**config.mk**
```make
export PLATFORM = sky130hd
export DESIGN_NAME = bskt_ctrl
export DESIGN_NICKNAME = d
export VERILOG_FILES = /design/src/hw/rtl/bskt_pkg.sv /design/src/hw/rtl/bskt_ctrl.sv
export SDC_FILE = /design/constraint.sdc
export NUM_CORES = 1
export LEC_CHECK = 0
export BUFFER_PORTS_ARGS = -buffer_cell sky130_fd_sc_hd__buf_2
export CAP_MARGIN = 20
export CELL_PAD_IN_SITES_DETAIL_PLACEMENT = 1
export CELL_PAD_IN_SITES_GLOBAL_PLACEMENT = 1
export CORE_UTILIZATION = 30
export CTS_CLUSTER_SIZE = 14
export DETAILED_ROUTE_END_ITERATION = 10
export PLACE_DENSITY_LB_ADDON = 0.1
export SLEW_MARGIN = 25
export SYNTH_ARGS = -nofsm -noshare
export SYNTH_HDL_FRONTEND = slang
export SYNTH_SLANG_ARGS = --single-unit
```
**constraint.sdc**
```tcl
create_clock -name clock -period 1.35 [get_ports clock]
set_clock_uncertainty 0.15 [all_clocks]
set_input_delay 0.27 -clock clock [delete_from_list [all_inputs] [get_ports clock]]
set_output_delay 0.27 -clock clock [all_outputs]
set_load 0.01 [all_outputs]
```
**src/hw/rtl/bskt_pkg.sv**
```systemverilog
// Shared types and constants for the banked sorted key table.
// No dependencies; imported by every module of the block.
`default_nettype none

package bskt_pkg;

   localparam int BANK_CAPACITY_DEFAULT = 63;
   localparam int BANK_COUNT_DEFAULT    = 2;

   localparam int KEY_W        = 32;
   localparam int PAYLOAD_W    = 32;
   localparam int STATUS_W     = 2;
   localparam int BANK_FIELD_W = 1;
   localparam int POSITION_W   = 6;

   localparam int REQ_TDATA_W = KEY_W + PAYLOAD_W;
   localparam int RSP_BITS    = BANK_FIELD_W + POSITION_W + PAYLOAD_W;
   localparam int RSP_TDATA_W = ((RSP_BITS + 7) / 8) * 8;

   // request selector carried in req_tuser
   localparam logic OP_INSERT = 1'b0;
   localparam logic OP_DELETE = 1'b1;

   typedef enum logic [STATUS_W-1:0] {
      STATUS_DONE    = 2'd0,
      STATUS_FULL    = 2'd1,
      STATUS_MISSING = 2'd2
   } status_type;

   typedef enum logic [3:0] {
      ST_IDLE,
      ST_SEARCH,
      ST_NARROW,
      ST_CHECK,
      ST_UP,
      ST_DN,
      ST_INSERT,
      ST_REMOVE,
      ST_FULL,
      ST_MISSING
   } ctrl_state_type;

   typedef enum logic [3:0] {
      DP_NOP,
      DP_LOAD,
      DP_NEXT_BANK,
      DP_READ_MID,
      DP_NARROW,
      DP_READ_LO,
      DP_GRAB,
      DP_UP_PRIME,
      DP_UP_STEP,
      DP_DN_STEP,
      DP_INSERT,
      DP_REMOVE,
      DP_FULL,
      DP_MISSING
   } dp_op_type;

   typedef struct packed {
      logic req_insert;
      logic item_insert;
      logic none_free;
      logic search_open;
      logic lo_in_range;
      logic key_match;
      logic up_needed;
      logic up_more;
      logic dn_needed;
      logic dn_more;
      logic last_bank;
      logic out_free;
   } dp_status_type;

endpackage

`default_nettype wire

```
**src/hw/rtl/bskt_ctrl.sv**
```systemverilog
// Controller: sequences search, shift and result steps for one request.
// Depends on bskt_pkg; issues one datapath operation per cycle.
`default_nettype none

module bskt_ctrl (
   input  logic                    clock,
   input  logic                    reset,
   input  logic                    req_tvalid,
   output logic                    req_tready,
   input  bskt_pkg::dp_status_type dp_status,
   output bskt_pkg::dp_op_type     dp_op
);
   import bskt_pkg::*;

   ctrl_state_type state_ff, state_in;

   always_ff @(posedge clock) begin
      if (reset) begin
         state_ff <= ST_IDLE;
      end else begin
         state_ff <= state_in;
      end
   end

   always_comb begin
      state_in   = state_ff;
      dp_op      = DP_NOP;
      req_tready = 1'b0;
      unique case (state_ff)
         ST_IDLE: begin
            // no word is taken while reset is high
            req_tready = !reset;
            if (req_tvalid && !reset) begin
               dp_op    = DP_LOAD;
               state_in = (dp_status.req_insert && dp_status.none_free) ? ST_FULL : ST_SEARCH;
            end
         end
         ST_SEARCH: begin
            priority if (dp_status.search_open) begin
               dp_op    = DP_READ_MID;
               state_in = ST_NARROW;
            end else if (dp_status.item_insert) begin
               if (dp_status.up_needed) begin
                  dp_op    = DP_UP_PRIME;
                  state_in = ST_UP;
               end else begin
                  state_in = ST_INSERT;
               end
            end else if (dp_status.lo_in_range) begin
               dp_op    = DP_READ_LO;
               state_in = ST_CHECK;
            end else if (dp_status.last_bank) begin
               state_in = ST_MISSING;
            end else begin
               dp_op    = DP_NEXT_BANK;
               state_in = ST_SEARCH;
            end
         end
         ST_NARROW: begin
            dp_op    = DP_NARROW;
            state_in = ST_SEARCH;
         end
         ST_CHECK: begin
            priority if (dp_status.key_match) begin
               dp_op    = DP_GRAB;
               state_in = dp_status.dn_needed ? ST_DN : ST_REMOVE;
            end else if (dp_status.last_bank) begin
               state_in = ST_MISSING;
            end else begin
               dp_op    = DP_NEXT_BANK;
               state_in = ST_SEARCH;
            end
         end
         ST_UP: begin
            dp_op    = DP_UP_STEP;
            state_in = dp_status.up_more ? ST_UP : ST_INSERT;
         end
         ST_DN: begin
            dp_op    = DP_DN_STEP;
            state_in = dp_status.dn_more ? ST_DN : ST_REMOVE;
         end
         ST_INSERT: begin
            if (dp_status.out_free) begin
               dp_op    = DP_INSERT;
               state_in = ST_IDLE;
            end
         end
         ST_REMOVE: begin
            if (dp_status.out_free) begin
               dp_op    = DP_REMOVE;
               state_in = ST_IDLE;
            end
         end
         ST_FULL: begin
            if (dp_status.out_free) begin
               dp_op    = DP_FULL;
               state_in = ST_IDLE;
            end
         end
         ST_MISSING: begin
            if (dp_status.out_free) begin
               dp_op    = DP_MISSING;
               state_in = ST_IDLE;
            end
         end
         default: begin
            state_in = ST_IDLE;
         end
      endcase
   end

endmodule

`default_nettype wire

```
==> reports/results.ini <==
[synth]
synthTopCellsByArea = dfxtp_1 (14%), and3b_1 (4.6%), o311ai_1 (4.6%)
yosys_register_bits = 4
synth_common_cells = inv_1 (5), a21oi_1 (4), dfxtp_1 (4), nand2_1 (4), o21ai_0 (4)
synthCells = 76
yosysMostFrequentCell = inv_1
yosys.area.top_type_share_pct = 13.9
ys_seq_area_share_pct = 13.9
netlist_area_um2 = 577
ys_warn_count = 0
synth_edf_count = 0
syn_avg_cell_area_um2 = 7.59
synthArstFlopShare_pct = 0
yosys.area.top_type = dfxtp_1
synth_nets = 91
synth_cell_type_count = 40
yosys_most_used_dff = dfxtp_1

[min_path]
hold_depth = 4
hp-class = in -> reg
hold_end = state_ff[1]
worstHoldStart = dp_status[4]

[run_status]
outcome = finished with violations
violations = setup timing

[routing]
ant_nets = 0
first_pass_iters = 4
num_vias = 823
wl_mm = 2.49
via_per_inst = 5.56
wire_per_inst_um = 16.8
drc = 0
drt-initial-drc-count = 14

[cells_and_area]
largest_registers = state_ff x4
n_fill_cell = 228
drive_above_1_share_pct = 62.6
antenna_cells = 0
largest_reg_flops = 4
top_register = state_ff
syn2layout_area_growth_pct = 83.1
multiInputGateArea_um2 = 538
instances_no_fill = 148
fin_nets = 140
regArea_um2 = 95.1

[placed_design]
hpwl_mm = 1.68
gp_congestion = 0.784
placedCellCount = 138
port_buffers = 19

[clocking]
cts.root.buffer_cell = clkbuf_4
cts_tree = done
cts_made_buffers = 3
clk_pin_slew_worst_paths_ns = 0.04
cts.sinks = 4
clk_latency_ns = 0.24
clk_path_buf_depth = 2
h-tree-depth = 1

[die]
dieArea_um2 = 2100
chipWidth_um = 45.9
initial_core_util_pct = 32.7
fp-row-count = 15
core_um2 = 1760
num_io_pins = 20
die_h_um = 45.9

[grt]
grt_pass1_vias = 847
antenna_found_initial = 0
grt_max_degree = 11
grt_usage_pct = 27.7
grt-ovfl-total = 0
grt_pass1_wl_mm = 4.07

[pwr]
vdd_ir_drop_max_mv = 0.568
p_per_area_nw_per_um2 = 880
leakagePower_nw = 0.471

[worst_setup_path]
cp_num_buf_inv = 2
cp.required_ns = 0.93
rr_startpoint = state_ff[1]
reg2reg_setup_slack_ns = -0.18
slowest_stage = dfxtp_4
crit_type = reg -> out
critPathMaxFanout = 7
crit_arrival_ns = 1.31
ff2ff_path_depth = 4
reg2reg_to = state_ff[3]
cpLargestDelayFamily = flip-flops
crit_chain = buf_6 -> and3b_1 -> a21oi_2 -> o22ai_2 -> buf_2
startpoint = state_ff[2]
max_stage_delay_ns = 0.40
critPathCaptureType = output port
startpoint_type = register

[timing]
finalCriticalPeriod_ns = 1.73
setup_ws_ns = -0.384
report.final.slew_viol_count = 0
fin_crit_sh_pct = 128
tightest_slew_ns = 0.456
hold_ws_ns = 0.224
rsz0062_at_grt = true
max_freq_mhz = 577
setup_viol_count_final = 8
hold_viol = 0
max_slew_margin_pct = 69.2

[run]
drv_cap = 0

-- worst max path at each step --
stage / end / slack (ns) / cells after the start
2_1_floorplan: dp_op[0] / -0.16 / 4
3_5_place_dp: dp_op[0] / -0.35 / 4
6_report: dp_op[3] / -0.38 / 5
3_3_place_gp: dp_op[0] / -0.33 / 4
4_1_cts: dp_op[2] / -0.41 / 5
5_1_grt: dp_op[1] / -0.45 / 4
-- report_power, final --
group	internal [mW]	leakage (nW)	total, mW	switching (mW)
registers	0.141	0.0356	0.188	0.0472
logic	0.324	0.422	0.590	0.266
clock network	0.0997	0.0138	0.152	0.0523
total	0.564	0.471	0.930	0.365
-- per-layer routing --
layer	vias to the layer above	global-route usage [%]	wire length, um
li1	392	-	-
met4	0	7.65	69
met5	-	0	0
met1	396	33.7	1060
met3	8	7.54	109
met2	27	47.0	1250
-- metrics by stage --
stage / setup WS, ns / TNS [ns] / instance area, um2 / total power, mW / util [%]
after floorplan: -0.164 / -0.332 / 652 / 0.465 / -
after global placement: -0.334 / -1.90 / 892 / 0.648 / 50.6
after detailed placement: -0.347 / -2.02 / 892 / 0.660 / 50.6
after CTS: -0.410 / -2.25 / 1030 / 0.911 / 58.6
after global routing: -0.452 / -2.61 / 1060 / 0.995 / 59.9
final: -0.384 / -2.14 / 1060 / 0.930 / 59.9
-- kinds of logic (layout without fill, tap and decap cells) --
logic type / Yosys count / count (layout) / synth area share, %
AND/OR/NAND/NOR: 34 / 34 / 40.6
AO/OA/AOI/OAI: 25 / 25 / 30.8
buffers and inverters: 11 / 58 / 10.4
flip-flops: 4 / 4 / 13.9
multiplexers: 2 / 2 / 4.34
-- layout make-up --
class                   count  share of cell area [%]
clock buffers               3                    2.13
repair buffers             50                    33.2
multi-input cells          61                    50.9
well taps                  25                    2.96
flip-flops and latches      4                    9.00
inverters                   5                    1.78
-- cells in the final DEF, fill, tap and decap left out, types with 2 or more instances in the layout --
cell and instances:
a21oi_1 3, a221oi_2 2, and3b_1 3, buf_2 19, buf_4 25, buf_6 6, clkbuf_4 3, dfxtp_4 4
inv_1 5, nand2_1 2, nand2b_1 2, nand4_1 3, nor2_1 2, nor2b_1 2, nor4bb_1 2, o211ai_1 3
o21ai_1 2, o22ai_2 2, o311ai_2 2
-- worst register-to-register path, stage by stage (launching register included) --
cell	delay (ns)
dfxtp_4	0.38
buf_6	0.14
or4_4	0.55
nand4_1	0.10
o211ai_1	0.09
-- repair_timing --
action | in CTS | in global routing
gates resized for setup | 23 | 7
hold buffers | 0 | 0
gates cloned | 0 | 0
setup endpoints to repair | 9 | 9
endpoints found under the hold margin | 0 | 0
pin swaps | 15 | 6
buffers inserted | 8 | 0
No activity file was read; power rests on OpenSTA's default activity.
